$ cat config.mk
export PLATFORM = sky130hd
export DESIGN_NAME = block_buffer_cache_replacement_unit
export DESIGN_NICKNAME = d
export VERILOG_FILES = /design/src/bbcr_pkg.sv /design/src/block_buffer_cache_replacement_unit.sv /design/src/bbcr_ram.sv
export SDC_FILE = /design/constraint.sdc
export NUM_CORES = 1
export LEC_CHECK = 0
export BUFFER_PORTS_ARGS = -buffer_cell sky130_fd_sc_hd__buf_2
export CELL_PAD_IN_SITES_DETAIL_PLACEMENT = 2
export CELL_PAD_IN_SITES_GLOBAL_PLACEMENT = 2
export CORE_ASPECT_RATIO = 1.25
export CORE_UTILIZATION = 35
export CTS_BUF_LIST = sky130_fd_sc_hd__clkbuf_8
export CTS_CLUSTER_DIAMETER = 100
export DETAILED_ROUTE_END_ITERATION = 6
export PLACE_DENSITY_LB_ADDON = 0.08
export SYNTH_ARGS = -nofsm -noshare
export SYNTH_HDL_FRONTEND = slang
export SYNTH_SLANG_ARGS = --single-unit
$ cat constraint.sdc
create_clock -name clk -period 5.4 [get_ports clk]
set_input_delay 0 -clock clk [delete_from_list [all_inputs] [get_ports clk]]
set_output_delay 0 -clock clk [all_outputs]
set_load 0.03 [all_outputs]
$ cat src/bbcr_pkg.sv
// ----------------------------------------------------------------------------
// bbcr_pkg: buffer cache replacement package
// Field widths, request and status codes, and parameter defaults.
// ----------------------------------------------------------------------------
package bbcr_pkg;

  // parameter defaults
  localparam int SLOTS_DEF     = 32;
  localparam int DISK_SIZE_DEF = 8192;
  localparam int AGE_BITS_DEF  = 16;

  // port field widths
  localparam int ACT_W     = 2;
  localparam int BLK_W     = 14;
  localparam int STATUS_W  = 2;
  localparam int SLOT_W    = 5;
  localparam int WB_BLK_W  = 13;

  // request codes
  localparam logic [ACT_W-1:0] ACT_ALLOC  = 2'd0;
  localparam logic [ACT_W-1:0] ACT_LOOKUP = 2'd1;
  localparam logic [ACT_W-1:0] ACT_DIRTY  = 2'd2;

  // status codes
  localparam logic [STATUS_W-1:0] ST_OK   = 2'd0;
  localparam logic [STATUS_W-1:0] ST_OOB  = 2'd1;
  localparam logic [STATUS_W-1:0] ST_MISS = 2'd2;

endpackage

$ cat src/block_buffer_cache_replacement_unit.sv
// ----------------------------------------------------------------------------
// block_buffer_cache_replacement_unit: buffer slot replacement table
// Fully associative table of buffer slots tagged with disk block numbers.
// Allocate (age all, take lowest free slot or evict the oldest), lookup and
// mark-dirty, each answered by exactly one result transaction.
// ----------------------------------------------------------------------------
//
//  channel  | direction | handshake          | payload
//  ---------+-----------+--------------------+-----------------------------------
//  request  | in        | start, busy        | action, block_num
//  result   | out       | done (strobe)      | status, slot_index,
//           |           |                    | writeback_needed, writeback_block
//
//  Timing: an in-bound request makes one sequential pass over the age/tag RAM,
//  one slot per cycle through its single read port with registered read data,
//  then commits the pick in a final state before the done strobe shows. busy
//  drops as done shows, so a new in-bound request is taken only after the last
//  one is answered. An out-of-bound request answers the next cycle and never
//  raises busy.
//  Reset: rst clears all in-use and dirty bits; no clearing pass is needed,
//  since the age/tag of a slot is written at allocation before any use.
//  busy is high while a request is in flight; a new request can be taken in
//  the same cycle the result strobe is shown. The receiver cannot stall.
//
module block_buffer_cache_replacement_unit #(
  parameter int SLOTS     = bbcr_pkg::SLOTS_DEF,
  parameter int DISK_SIZE = bbcr_pkg::DISK_SIZE_DEF,
  parameter int AGE_BITS  = bbcr_pkg::AGE_BITS_DEF
) (
  input  logic                          clk,
  input  logic                          rst,
  // request
  input  logic                          start,
  output logic                          busy,
  input  logic [bbcr_pkg::ACT_W-1:0]    action,
  input  logic [bbcr_pkg::BLK_W-1:0]    block_num,
  // result
  output logic                          done,
  output logic [bbcr_pkg::STATUS_W-1:0] status,
  output logic [bbcr_pkg::SLOT_W-1:0]   slot_index,
  output logic                          writeback_needed,
  output logic [bbcr_pkg::WB_BLK_W-1:0] writeback_block
);

  localparam int IDX_W = $clog2(SLOTS);
  localparam int CNT_W = $clog2(SLOTS + 1);
  localparam int TAG_W = $clog2(DISK_SIZE);
  localparam int RAM_W = AGE_BITS + TAG_W;

  localparam logic [AGE_BITS-1:0] AGE_MAX = '1;

  // sequencer states
  localparam logic [1:0] S_IDLE = 2'd0;
  localparam logic [1:0] S_SCAN = 2'd1;
  localparam logic [1:0] S_FIN  = 2'd2;

  logic [1:0] state, state_next;

  // request context
  logic [bbcr_pkg::ACT_W-1:0] act_r;
  logic [TAG_W-1:0]           blk_r;

  // scan pipeline: cnt issues reads, ri is the slot whose data is back
  logic [CNT_W-1:0] cnt;
  logic             rv;
  logic [IDX_W-1:0] ri;

  // per-slot flags
  logic [SLOTS-1:0] in_use;
  logic [SLOTS-1:0] dirty;

  // scan results
  logic                found;      // free slot (allocate) or hit (lookup, mark-dirty)
  logic [IDX_W-1:0]    pick;
  logic [AGE_BITS-1:0] best_age;
  logic [IDX_W-1:0]    best_idx;
  logic [TAG_W-1:0]    best_tag;

  // RAM: {age, tag} per slot
  logic             ram_we;
  logic [IDX_W-1:0] ram_waddr;
  logic [RAM_W-1:0] ram_wdata;
  logic [RAM_W-1:0] ram_rdata;

  logic [AGE_BITS-1:0] rd_age;
  logic [TAG_W-1:0]    rd_tag;
  logic [AGE_BITS-1:0] age_inc;

  logic                         accept;
  logic                         oob;
  logic                         is_alloc;
  logic                         scan_end;
  logic [IDX_W-1:0]             alloc_idx;
  logic [IDX_W-1:0]             res_idx;
  logic [IDX_W+bbcr_pkg::SLOT_W-1:0]   idx_ext;
  logic [TAG_W+bbcr_pkg::WB_BLK_W-1:0] tag_ext;

  bbcr_ram #(
    .WIDTH (RAM_W),
    .DEPTH (SLOTS)
  ) u_ram (
    .clk   (clk),
    .we    (ram_we),
    .waddr (ram_waddr),
    .wdata (ram_wdata),
    .raddr (cnt[IDX_W-1:0]),
    .rdata (ram_rdata)
  );

  assign busy     = (state != S_IDLE);
  assign accept   = start && !busy;
  assign oob      = ({1'b0, block_num} >= (bbcr_pkg::BLK_W + 1)'(DISK_SIZE));
  assign is_alloc = (act_r == bbcr_pkg::ACT_ALLOC);

  assign rd_age  = ram_rdata[RAM_W-1:TAG_W];
  assign rd_tag  = ram_rdata[TAG_W-1:0];
  // ages saturate
  assign age_inc = (rd_age == AGE_MAX) ? rd_age : rd_age + AGE_BITS'(1);

  assign scan_end  = rv && (ri == IDX_W'(SLOTS - 1));
  // lowest free slot wins; else the oldest one
  assign alloc_idx = found ? pick : best_idx;
  assign res_idx   = is_alloc ? alloc_idx : pick;
  assign idx_ext   = {{bbcr_pkg::SLOT_W{1'b0}}, res_idx};
  assign tag_ext   = {{bbcr_pkg::WB_BLK_W{1'b0}}, best_tag};

  // RAM write: age bump during the allocate scan, new entry at commit
  always_comb begin
    ram_we    = 1'b0;
    ram_waddr = ri;
    ram_wdata = {age_inc, rd_tag};
    if (state == S_SCAN && rv && is_alloc) begin
      ram_we = 1'b1;
    end else if (state == S_FIN && is_alloc) begin
      ram_we    = 1'b1;
      ram_waddr = alloc_idx;
      ram_wdata = {{AGE_BITS{1'b0}}, blk_r};
    end
  end

  always_comb begin
    state_next = state;
    case (state)
      S_IDLE: begin
        if (accept && !oob) begin
          state_next = S_SCAN;
        end
      end
      S_SCAN: begin
        if (scan_end) begin
          state_next = S_FIN;
        end
      end
      S_FIN: begin
        state_next = S_IDLE;
      end
      default: begin
        state_next = S_IDLE;
      end
    endcase
  end

  // control
  always_ff @(posedge clk) begin
    if (rst) begin
      state  <= S_IDLE;
      done   <= 1'b0;
      rv     <= 1'b0;
      cnt    <= '0;
      found  <= 1'b0;
      in_use <= '0;
      dirty  <= '0;
    end else begin
      state <= state_next;
      case (state)
        S_IDLE: begin
          cnt   <= '0;
          rv    <= 1'b0;
          found <= 1'b0;
          // out-of-bound requests answer straight from idle
          done  <= accept && oob;
        end
        S_SCAN: begin
          done <= 1'b0;
          if (cnt != CNT_W'(SLOTS)) begin
            cnt <= cnt + CNT_W'(1);
          end
          rv <= (cnt != CNT_W'(SLOTS));
          if (rv && !found) begin
            if (is_alloc) begin
              found <= !in_use[ri];
            end else begin
              found <= in_use[ri] && (rd_tag == blk_r);
            end
          end
        end
        S_FIN: begin
          done <= 1'b1;
          if (is_alloc) begin
            in_use[alloc_idx] <= 1'b1;
            dirty[alloc_idx]  <= 1'b0;
          end else if (found && act_r == bbcr_pkg::ACT_DIRTY) begin
            dirty[pick] <= 1'b1;
          end
        end
        default: begin
          done <= 1'b0;
          rv   <= 1'b0;
        end
      endcase
    end
  end

  // payload and scan data
  always_ff @(posedge clk) begin
    if (accept) begin
      act_r <= action;
      blk_r <= block_num[TAG_W-1:0];
    end
    if (state == S_SCAN) begin
      ri <= cnt[IDX_W-1:0];
    end
    if (state == S_SCAN && rv) begin
      if (!found) begin
        pick <= ri;
      end
      // strict compare keeps the lowest index on a tie
      if (ri == '0 || age_inc > best_age) begin
        best_age <= age_inc;
        best_idx <= ri;
        best_tag <= rd_tag;
      end
    end
    if (state == S_IDLE && accept && oob) begin
      status           <= bbcr_pkg::ST_OOB;
      slot_index       <= '0;
      writeback_needed <= 1'b0;
      writeback_block  <= '0;
    end else if (state == S_FIN) begin
      if (is_alloc || found) begin
        status     <= bbcr_pkg::ST_OK;
        slot_index <= idx_ext[bbcr_pkg::SLOT_W-1:0];
      end else begin
        status     <= bbcr_pkg::ST_MISS;
        slot_index <= '0;
      end
      if (is_alloc && !found && dirty[best_idx]) begin
        writeback_needed <= 1'b1;
        writeback_block  <= tag_ext[bbcr_pkg::WB_BLK_W-1:0];
      end else begin
        writeback_needed <= 1'b0;
        writeback_block  <= '0;
      end
    end
  end

  // checks
  a_done_idle: assert property (@(posedge clk) disable iff (rst)
    done |-> !busy)
    else $error("result strobe while a transaction is in flight");

  a_inbound_busy: assert property (@(posedge clk) disable iff (rst)
    (start && !busy && !oob) |=> busy)
    else $error("in-bound request did not start a scan");

  a_fail_zero: assert property (@(posedge clk) disable iff (rst)
    (done && status != bbcr_pkg::ST_OK) |-> (slot_index == '0 && !writeback_needed))
    else $error("failed request carries slot or write-back");

  a_wb_ok: assert property (@(posedge clk) disable iff (rst)
    (done && writeback_needed) |-> (status == bbcr_pkg::ST_OK && $past(is_alloc)))
    else $error("write-back outside a successful allocate");

endmodule

$ cat src/bbcr_ram.sv
// ----------------------------------------------------------------------------
// bbcr_ram: generic single-write, single-read RAM
// One write port, one read port, read data registered.
// ----------------------------------------------------------------------------
module bbcr_ram #(
  parameter int WIDTH = 8,
  parameter int DEPTH = 32
) (
  input  logic                     clk,
  input  logic                     we,
  input  logic [$clog2(DEPTH)-1:0] waddr,
  input  logic [WIDTH-1:0]         wdata,
  input  logic [$clog2(DEPTH)-1:0] raddr,
  output logic [WIDTH-1:0]         rdata
);

  logic [WIDTH-1:0] mem [DEPTH];

  always_ff @(posedge clk) begin
    if (we) begin
      mem[waddr] <= wdata;
    end
    rdata <= mem[raddr];
  end

endmodule
==> flow_summary_export.csv, run 1 <==
group,metric,value,unit
status,status,"completed",
cts,cts_root_buf,"clkbuf_8",
flow_run,maxCapViolations,0,
route,wl_per_cell,30.7,um
critical_path,crit_type,"register to register",
synth,avgSynthCellArea,20.8,um2
timing,fin_setup_tns,0,ns
grt,overflow,0,
synth,synth_cells,2067,
power_and_ir_drop,p_switching,3.76,mW
power_and_ir_drop,swShare,22.3,%
critical_path,path_cells,"ha_1 -> nand2_1 -> or2_2 -> nor4_4 -> buf_4 -> mux2_2 -> ha_1 -> nor2b_1 -> o21a_1 -> o21ai_0 -> a21oi_1 -> o31ai_1 -> a21oi_4 -> buf_4",
power_and_ir_drop,power.density,339,nW/um2
cts,h-tree-depth,4,
grt,grt_pass1_wl,178,mm
synth,synth-edff-count,987,
critical_path,worst_ep_arrival_time,4.80,ns
cts,cts_tree,"built",
route,drtIter0Drc,1539,
critical_path,cp-startpoint,"u_ram.rdata[13]$_DFF_P_",
power_and_ir_drop,p_leak,15.6,nW
critical_path,worstSetupEndpoint,"best_tag[10]$_DFFE_PP_",
route,firstDrtPassIters,7,
grt,grt_pass1_vias,24200,
die,io_pins,42,
die,num_rows,143,
cts,cts.sinks,1112,
route,antenna_left,0,
cts,numCtsBuffers,184,
power_and_ir_drop,p_comb_share,2.5,%
synth,yosys_warnings,0,
die,core,122000,um2
route,drc,0,
final_layout,drive_gt1_share,31.6,%
synth,synth_nets,2105,
critical_path,path_depth,14,
timing,finalClockSkew,0.0414,ns
critical_path,r2r_slack,1.12,ns
placement,post-place-ws,1.17,ns
die,die_h,394,um
synth,synth_cell_types,52,
critical_path,r2r_end,"best_tag[10]$_DFFE_PP_",
placement,dp_hpwl,70.7,mm
critical_path,cp.buffers_inverters,2,
timing,rsz0062_at_grt,"false",
placement,port_buffers,41,
synth,synth-main-ff-cell,"edfxtp_1",
die,die_w,315,um
critical_path,crit_path_start_kind,"register",
power_and_ir_drop,p_int,13.1,mW
final_layout,area_growth_syn_to_layout,15.9,%
critical_path,cp_slowest_stage_delay,0.56,ns
timing,tightest_slew,1.37,ns
critical_path,worstPathRequired,5.92,ns
power_and_ir_drop,pwr-share-clk,42.0,%
route,vias_per_cell,5.31,
critical_path,critPathTopFamily,"compound AO/OA/AOI/OAI gates",
timing,period_needed,4.28,ns
grt,grt_max_degree,77,
critical_path,r2r_cells,14,
synth,seq_area_frac_synth,74.9,%
route,postRouteWirelength,124,mm
placement,gp_congestion,0.753,
cts,path_clk_slew,0.06,ns
timing,setup_slack,1.12,ns
timing,min_period_over_period,79.3,%
timing,finalHoldViolCount,0,
cts,clock_latency,0.88,ns
power_and_ir_drop,ir_drop,0.209,mV
min_path,hp-class,"primary input to register",
cts,clock_path_buffers,3,
critical_path,r2r-start,"u_ram.rdata[13]$_DFF_P_",
cts,post_cts_buffers,0,
grt,grt_use_total,20.4,%
power_and_ir_drop,seqPwrFrac,55.5,%
synth,yosys_register_bits,1112,
final_layout,nNetsFinal,2341,
route,num_vias,21500,
synth,async_reset_ff_share,0,%
timing,slew_headroom,7.95,%
critical_path,slowest_stage,"a21oi_4",
grt,antenna_found_initial,3,
timing,fmax,234,MHz
die,start_util,35.3,%
critical_path,end_kind,"register",
synth,netlist_area,42900,um2
timing,setup_viol,0,
final_layout,fillers,11300,
die,dieArea,124000,um2
critical_path,cp_max_fo,19,
timing,drv_slew,0,
==> how the worst min path moves through the flow <==
stage | startpoint | end | cells after the start
after global placement | block_num[7] | blk_r[7]$_DFFE_PP_ | 1
after detailed placement | block_num[0] | blk_r[0]$_DFFE_PP_ | 1
after global routing | block_num[13] | slot_index[2]$_SDFFE_PP0P_ | 4
final | block_num[13] | slot_index[2]$_SDFFE_PP0P_ | 4
after CTS | block_num[13] | slot_index[2]$_SDFFE_PP0P_ | 4
after floorplan | action[0] | act_r[0]$_DFFE_PP_ | 0
==> power groups by stage <==
stage / clock network, mW / registers (mW) / logic, mW
floorplan: 0 / 9.52 / 0.290
global placement: 0 / 9.55 / 0.403
detailed placement: 0 / 9.55 / 0.416
CTS: 7.33 / 9.37 / 0.437
global route: 7.67 / 9.36 / 0.461
finish: 7.09 / 9.36 / 0.426
==> state kept, by name (all words and copies together), names as in the netlist, 2 cells and up <==
signal / flops
u_ram.mem: 928
dirty: 32
in_use: 32
u_ram.rdata: 29
best_age: 16
best_tag: 13
blk_r: 13
writeback_block: 13
cnt: 6
best_idx: 5
pick: 5
ri: 5
slot_index: 5
act_r: 2
state: 2
status: 2
==> cell type report <==
| type | count | area, um2 | share of cell area [%] |
|---|---|---|---|
| multi-input cells | 826 | 10500 | 21.2 |
| diodes | 1 | 2.50 | 0.00503 |
| flip-flops and latches | 1112 | 32200 | 64.6 |
| inverters | 25 | 96.3 | 0.194 |
| clock buffers | 209 | 2880 | 5.78 |
| repair buffers | 154 | 1480 | 2.98 |
| clock inverters | 128 | 613 | 1.23 |
| well taps | 1595 | 2000 | 4.01 |
==> routing by layer <==
layer	global-route usage, %	wire length [um]
met3	3.44	4520
met5	0	0
met2	34.4	63300
met1	27.2	54300
met4	5.50	2320
==> worst register-to-register path: cells and delay by family, from the launching register on <==
family / cells / cell delay, ns
muxes: 1 / 0.38
buffers and inverters: 2 / 0.68
AOI/OAI and AO/OA: 5 / 1.05
and+or+nand+nor: 4 / 0.92
adders and majority gates: 2 / 0.48
DFF: 1 / 0.39
==> layout by cell type, fill, tap and decap left out, types with 32 or more instances in the layout <==
| cell type | synthesis | routed |
|---|---|---|
| edfxtp_1 | 987 | 987 |
| mux4_2 | 302 | 302 |
| clkbuf_8 | 0 | 209 |
| dfxtp_1 | 125 | 121 |
| inv_1 | 25 | 80 |
| a21oi_1 | 81 | 80 |
| nor2_1 | 108 | 71 |
| mux2_2 | 50 | 50 |
| buf_4 | 10 | 49 |
| buf_2 | 20 | 41 |
| dlygate4sd3_1 | 0 | 37 |
| clkinv_1 | 0 | 36 |
| a211oi_1 | 34 | 34 |
| nor2_4 | 0 | 32 |
==> cells in the mapped netlist, types with 19 or more instances <==
library cell,number,area share [%]
mux2_2,50,1.3
edfxtp_1,987,69
xor2_1,19,0.39
buf_2,20,0.23
a211oi_1,34,0.59
nor3_1,21,0.24
ha_1,19,0.55
dfxtp_1,125,5.8
nand2_1,30,0.26
mux4_2,302,16
a21oi_1,81,0.94
nor2b_1,22,0.32
clkbuf_1,53,0.46
inv_1,25,0.22
nor2_1,108,0.94
==> cells by family after synthesis <==
logic type / Yosys count / share of synthesized area [%]
DFF: 1112 / 74.9
muxes: 367 / 17.5
and+or+nand+nor: 240 / 2.68
AOI/OAI and AO/OA: 174 / 2.55
buffers and inverters: 129 / 1.31
xor gates and xnor gates: 26 / 0.530
adders and majority gates: 19 / 0.554
==> through the flow <==
stage | power [mW] | hold WS, ns | util [%] | instance area [um2] | cells
6_report | 16.9 | 0.106 | 40.9 | 49800 | 4050
5_1_grt | 17.5 | 0.106 | 40.9 | 49800 | 4050
4_1_cts | 17.1 | 0.00609 | 40.9 | 49800 | 4049
3_5_place_dp | 9.96 | 0.180 | 37.7 | 45900 | 3675
3_3_place_gp | 9.95 | 0.178 | 37.7 | 45900 | 3675
2_1_floorplan | 9.81 | 0.0989 | - | 42900 | 2067
==> repair_timing <==
item / CTS / global route
resized for setup: 0 / 0
hold endpoints to repair: 126 / 0
hold buffers: 37 / 0
No activity file was read; power rests on OpenSTA's default activity.
==> run 2, diff against run 1 <==
==> constraint.sdc (replaced) <==
create_clock -name clk -period 3.6 [get_ports clk]
set_input_delay 0 -clock clk [delete_from_list [all_inputs] [get_ports clk]]
set_output_delay 0 -clock clk [all_outputs]
set_load 0.03 [all_outputs]
==> run 2 against run 1 <==
  * Worst setup slack worse by 1.0 ns
  * Largest cell class unchanged
  * Critical endpoint is now best_tag[8]$_DFFE_PP_
  * Non-clock buffer count increased by 74
  * Core utilization up 0.69 points
  * Count of clock-buffer cells in the layout down 10
  * Critical path depth unchanged
  * Register-to-register slack lost 1.0 ns
  * Clock skew fell by 0.012 ns
  * Highest routed layer is now met5
  * Routed wire length is 3.5% higher
  * Clock power is 48% higher
  * Final cell count grew 2.0%
==> flow_summary_export.csv, run 2 (synthesis results as in run 1) <==
group,metric,value,unit
critical_path,end_kind,"register",
grt,grt_use_total,21.1,%
timing,fin_setup_tns,0,ns
timing,finalClockSkew,0.0291,ns
final_layout,ff_latch_area,32200,um2
cts,clock_latency,0.88,ns
final_layout,largestRegisters,"u_ram.mem x928, dirty x32, in_use x32",
power_and_ir_drop,p_switching,5.61,mW
die,start_util,35.3,%
final_layout,fillers,11400,
power_and_ir_drop,finalPower,25.2,mW
grt,grt_pass1_wl,183,mm
final_layout,nNetsFinal,2414,
grt,grt_pass1_vias,24700,
power_and_ir_drop,p_comb_share,2.7,%
power_and_ir_drop,p_leak,16.0,nW
cts,cts_tree,"built",
final_layout,mostFrequentLayoutCells,"edfxtp_1 (987), mux4_2 (302), clkbuf_8 (199), dfxtp_1 (118), buf_4 (99)",
grt,antenna_found_initial,2,
timing,fmax,287,MHz
timing,period_needed,3.48,ns
route,antenna_left,0,
min_path,hp-class,"primary input to register",
power_and_ir_drop,p_int,19.6,mW
placement,dp_hpwl,75.9,mm
placement,dp.cells,3737,
cts,clock_path_buffers,3,
route,drtIter0Drc,1734,
grt,grt_use_met2,36.4,%
grt,grtUsageMet1,26.7,%
cts,numCtsBuffers,183,
timing,setup_slack,0.117,ns
power_and_ir_drop,swShare,22.3,%
power_and_ir_drop,ir_drop,0.378,mV
critical_path,crit_type,"register to register",
timing,whs,0.357,ns
timing,drv_slew,0,
cts,h-tree-depth,4,
final_layout,top_register,"u_ram.mem",
final_layout,multiInputGateArea,10600,um2
flow_run,maxCapViolations,0,
timing,min_period_over_period,96.8,%
placement,post-place-ws,-0.0473,ns
final_layout,final_common_cell,"edfxtp_1",
cts,path_clk_slew,0.07,ns
critical_path,worstPathRequired,4.21,ns
route,num_vias,21900,
route,firstDrtPassIters,7,
final_layout,post-route-util,41.6,%
route,postRouteWirelength,129,mm
power_and_ir_drop,seqPwrFrac,55.6,%
die,dieArea,124000,um2
cts,cts.sinks,1112,
critical_path,crit_path_start_kind,"register",
grt,grt_busiest_layer,"met2",
die,num_rows,143,
power_and_ir_drop,power.density,498,nW/um2
grt,grtUsageMet3,3.81,%
die,die_w,315,um
critical_path,worst_ep_arrival_time,4.10,ns
route,drc,0,
route,vias_per_cell,5.31,
critical_path,cp_max_fo,10,
placement,port_buffers,41,
timing,tightest_slew,1.23,ns
final_layout,stdcell_count,4132,
power_and_ir_drop,pwr-share-clk,41.6,%
cts,cts_root_buf,"clkbuf_8",
grt,overflow,0,
grt,grt_max_degree,55,
timing,finalHoldViolCount,0,
die,die_h,394,um
final_layout,drive_gt1_share,33.8,%
timing,setup_viol,0,
placement,gp_congestion,0.765,
critical_path,r2r_slack,0.12,ns
final_layout,area_growth_syn_to_layout,17.9,%
placement,dpl_cell_area,46600,um2
timing,slew_headroom,17.8,%
die,io_pins,42,
status,status,"completed",
route,wl_per_cell,31.2,um
final_layout,largest_reg_flops,928,
final_layout,finalInstanceArea,50600,um2
die,core,122000,um2
==> run 2: final timing paths <==
path / endpoint / startpoint / cells after the start
setup / recovery: best_tag[8]$_DFFE_PP_ / u_ram.rdata[21]$_DFF_P_ / 14
hold / removal: act_r[1]$_DFFE_PP_ / start / 4
setup reg to reg: best_tag[8]$_DFFE_PP_ / u_ram.rdata[21]$_DFF_P_ / 14
hold reg to reg: slot_index[2]$_SDFFE_PP0P_ / slot_index[2]$_SDFFE_PP0P_ / 2
==> run 2: routing by layer <==
metal,share of wire [%],vias to the layer above
li1,-,9204
met1,41,12000
met2,52,483
met3,3.8,202
met4,2.6,2
met5,0.010,-
==> run 2: critical path, stage by stage, from the launching register on <==
cell and delay (ns):
dfxtp_1 0.37, nand3_2 0.11, or3_4 0.36, nor4_4 0.36
buf_4 0.23, nor3_1 0.08, xor2_1 0.23, ha_1 0.30
a21o_1 0.17, a21oi_1 0.17, nor2b_1 0.09, o31ai_2 0.32
a21oi_4 0.12, buf_12 0.15, buf_12 0.15
==> run 2: timing repair <==
| action | 4_1_cts | 5_1_grt |
|---|---|---|
| pin swaps | 4 | 5 |
| endpoints found under the setup margin | 29 | 29 |
| hold endpoints to repair | 112 | 0 |
| cloned | 0 | 2 |
| hold buffers | 39 | 0 |
| buffers inserted | 2 | 8 |
| resized for setup | 3 | 15 |
==> run 2: power groups by stage <==
stage / Sequential, mW / Clock (mW) / Combinational [mW]
4_1_cts: 14.0 / 10.9 / 0.701
5_1_grt: 14.0 / 11.4 / 0.742
3_3_place_gp: 14.3 / 0 / 0.644
3_5_place_dp: 14.3 / 0 / 0.664
6_report: 14.0 / 10.5 / 0.687
2_1_floorplan: 14.3 / 0 / 0.436
==> run 2: area by class of cell <==
type | instances | share of cell area, %
diodes | 3 | 0.0148
clock buffers | 199 | 5.41
inverters | 25 | 0.190
multi-input cells | 826 | 21.0
well taps | 1595 | 3.94
repair buffers | 228 | 4.56
clock inverters | 144 | 1.36
flip-flops and latches | 1112 | 63.5
==> run 3, diff against run 2 <==
--- a/config.mk
+++ b/config.mk
@@ -16,4 +16,5 @@
 export PLACE_DENSITY_LB_ADDON = 0.08
 export SYNTH_ARGS = -nofsm -noshare
 export SYNTH_HDL_FRONTEND = slang
+export SYNTH_HIERARCHICAL = 1
 export SYNTH_SLANG_ARGS = --single-unit
==> run 3 against run 2 <==
  * Final cell count increased by 18%
  * Count of clock-buffer cells in the layout unchanged
  * Synthesized area increased by 2.5%
  * Register-to-register slack about the same
  * Combinational power increased by 21%
  * Critical path depth increased by 2
  * Sequential power about the same
  * Synthesized cell count increased by 34%
  * Via count increased by 18%
  * Critical endpoint is now best_tag[11]$_DFFE_PP_
  * Largest cell class unchanged
==> flow_summary_export.csv, run 3 <==
group,metric,value,unit
final_layout,fillers,12100,
critical_path,worstPathRequired,4.21,ns
placement,post-place-ws,-0.0731,ns
min_path,hp-class,"primary input to register",
synth,async_reset_ff_share,0,%
cts,path_clk_slew,0.06,ns
critical_path,crit_path_start_kind,"register",
synth,yosys.area.top_type_share,67.4,%
critical_path,crit_type,"register to register",
synth,yosys.area.top_type,"edfxtp_1",
synth,synth_cell_types,61,
min_path,min_from,"start",
die,die_h,398,um
grt,grt_pass1_vias,28800,
route,num_vias,25800,
die,num_rows,145,
final_layout,multiInputGateArea,11200,um2
flow_run,maxCapViolations,0,
critical_path,r2r_slack,0.10,ns
cts,cts_tree,"built",
route,postRouteWirelength,140,mm
grt,grt_pass1_wl,202,mm
timing,drv_slew,0,
final_layout,ff_latch_area,32100,um2
die,core,125000,um2
synth,synth_cells,2776,
final_layout,drive_gt1_share,17.2,%
cts,h-tree-depth,4,
critical_path,cp.buffers_inverters,4,
final_layout,mostFrequentLayoutCells,"edfxtp_1 (987), mux2i_1 (477), clkbuf_8 (199), nand2_1 (163), buf_4 (158)",
synth,synth_nets,2814,
timing,finalClockSkew,0.0345,ns
final_layout,finalInstanceArea,51500,um2
die,start_util,35.3,%
route,antenna_left,0,
timing,fmax,286,MHz
critical_path,critPathTopFamily,"simple AND/OR/NAND/NOR gates",
grt,overflow,0,
timing,tightest_slew,1.18,ns
timing,finalHoldViolCount,0,
final_layout,largestRegisters,"u_ram/mem x928, dirty x32, in_use x32",
synth,seq_area_frac_synth,73.0,%
synth,avgSynthCellArea,15.9,um2
die,die_w,319,um
power_and_ir_drop,ir_drop,0.319,mV
critical_path,cp_slowest_stage_delay,0.53,ns
placement,dp_hpwl,86.2,mm
route,wl_per_cell,28.8,um
synth,synth.most_common_cell,"edfxtp_1",
timing,min_period_over_period,97.1,%
final_layout,area_growth_syn_to_layout,17.1,%
timing,setup_viol,0,
power_and_ir_drop,p_leak,16.8,nW
status,status,"completed",
synth,yosys_warnings,6,
cts,clock_path_buffers,3,
critical_path,path_cells,"ha_2 -> nand2_2 -> or2_4 -> nor4_4 -> buf_4 -> buf_4 -> or4_4 -> xnor2_4 -> ha_4 -> nand4_1 -> nor2_2 -> nand3_2 -> o221a_4 -> o21bai_4 -> buf_12 -> clkbuf_16",
cts,clock_latency,0.91,ns
timing,period_needed,3.50,ns
synth,yosys_register_bits,1112,
route,drc,0,
synth,synth_area_leaders,"edfxtp_1 (67%), mux2i_1 (11%), dfxtp_1 (5.7%), a21oi_1 (1.6%), a22oi_1 (1.6%)",
synth,netlist_area,44000,um2
cts,numCtsBuffers,184,
placement,gp_congestion,0.792,
die,io_pins,42,
critical_path,cp_max_fo,6,
placement,dpl_cell_area,47600,um2
route,vias_per_cell,5.31,
critical_path,crit_top_cell,"buf_4",
critical_path,slowest_stage,"or4_4",
critical_path,end_kind,"register",
cts,cts_root_buf,"clkbuf_8",
power_and_ir_drop,power.density,491,nW/um2
synth,synth-edff-count,987,
final_layout,nNetsFinal,3134,
timing,slew_headroom,21.1,%
final_layout,top_register,"u_ram/mem",
grt,antenna_found_initial,4,
cts,cts.sinks,1112,
final_layout,final_common_cell,"edfxtp_1",
grt,grt_use_total,22.1,%
synth,synth-main-ff-cell,"edfxtp_1",
critical_path,worst_ep_arrival_time,4.10,ns
grt,grt_max_degree,60,
timing,setup_slack,0.105,ns
route,drtIter0Drc,1450,
placement,port_buffers,41,
final_layout,largest_reg_flops,928,
timing,fin_setup_tns,0,ns
route,firstDrtPassIters,4,
die,dieArea,127000,um2
critical_path,r2r-start,"u_ram/rdata[14]$_DFF_P_",
synth,yosys-top-cells-count,"edfxtp_1 (987), mux2i_1 (477), nand2_1 (165)",
critical_path,cp-startpoint,"u_ram/rdata[14]$_DFF_P_",
-- run 3: worst paths after layout --
check                          endpoint  cells after the start
max              best_tag[11]$_DFFE_PP_                     16
min              status[1]$_SDFFE_PP0P_                      4
max reg2reg      best_tag[11]$_DFFE_PP_                     16
min reg2reg  slot_index[0]$_SDFFE_PP0P_                      1
-- run 3: tightest hold or removal path, stage by stage --
cell and delay [ns]:
dlygate4sd3_1 0.54, buf_2 0.12, and3_1 0.25, a21oi_1 0.06
-- run 3: cells by family after synthesis --
group           count (synthesis)  share of synthesized area [%]
flops                        1112                           73.0
simple gates                  562                           5.89
mux                           497                           11.7
compound gates                388                           5.90
buf+inv                       173                           2.42
xor+xnor                       25                          0.498
fa+ha+maj                      19                          0.540
-- run 3: final cells by class --
cell class / count / share of cell area [%]
Antenna cell: 3 / 0.0146
Clock buffer: 199 / 5.31
Clock inverter: 132 / 1.22
Inverter: 23 / 0.168
Multi-Input combinational cell: 1491 / 21.7
Sequential cell: 1112 / 62.4
Tap cell: 1617 / 3.93
Timing Repair Buffer: 284 / 5.29
-- run 3: what timing repair did --
item,in CTS,in global routing
pin swaps,1,11
hold buffers,36,0
hold endpoints to repair,100,0
setup buffers,0,4
setup endpoints to repair,34,34
gates resized for setup,2,21
gates cloned,0,3
-- run 3: metrics by stage --
step                      hold slack [ns]  std cells  power, mW  util, %
final                               0.113       4861       25.3     41.3
after global routing                0.122       4860       26.3     41.3
after CTS                          0.0407       4851       25.7     41.1
after detailed placement            0.179       4484       15.1     38.1
after global placement              0.182       4484       15.1     38.1
after floorplan                    0.0989       2776       14.8        -
-- run 3: power by group --
part	total [mW]	internal, mW	switching, mW
clock network	10.4	5.27	5.17
registers	14.1	14.0	0.0448
logic	0.828	0.317	0.510
-- run 3: metal layers --
metal  part of all wire (%)  track usage, %  wire [um]  up-vias
li1                       -               -          -    11400
met1                     42            27.3      59500    13800
met2                     52            39.6      73100      427
met3                    3.0            3.23       4210      215
met4                    2.4            6.90       3300        0
met5                      0               0          0        -
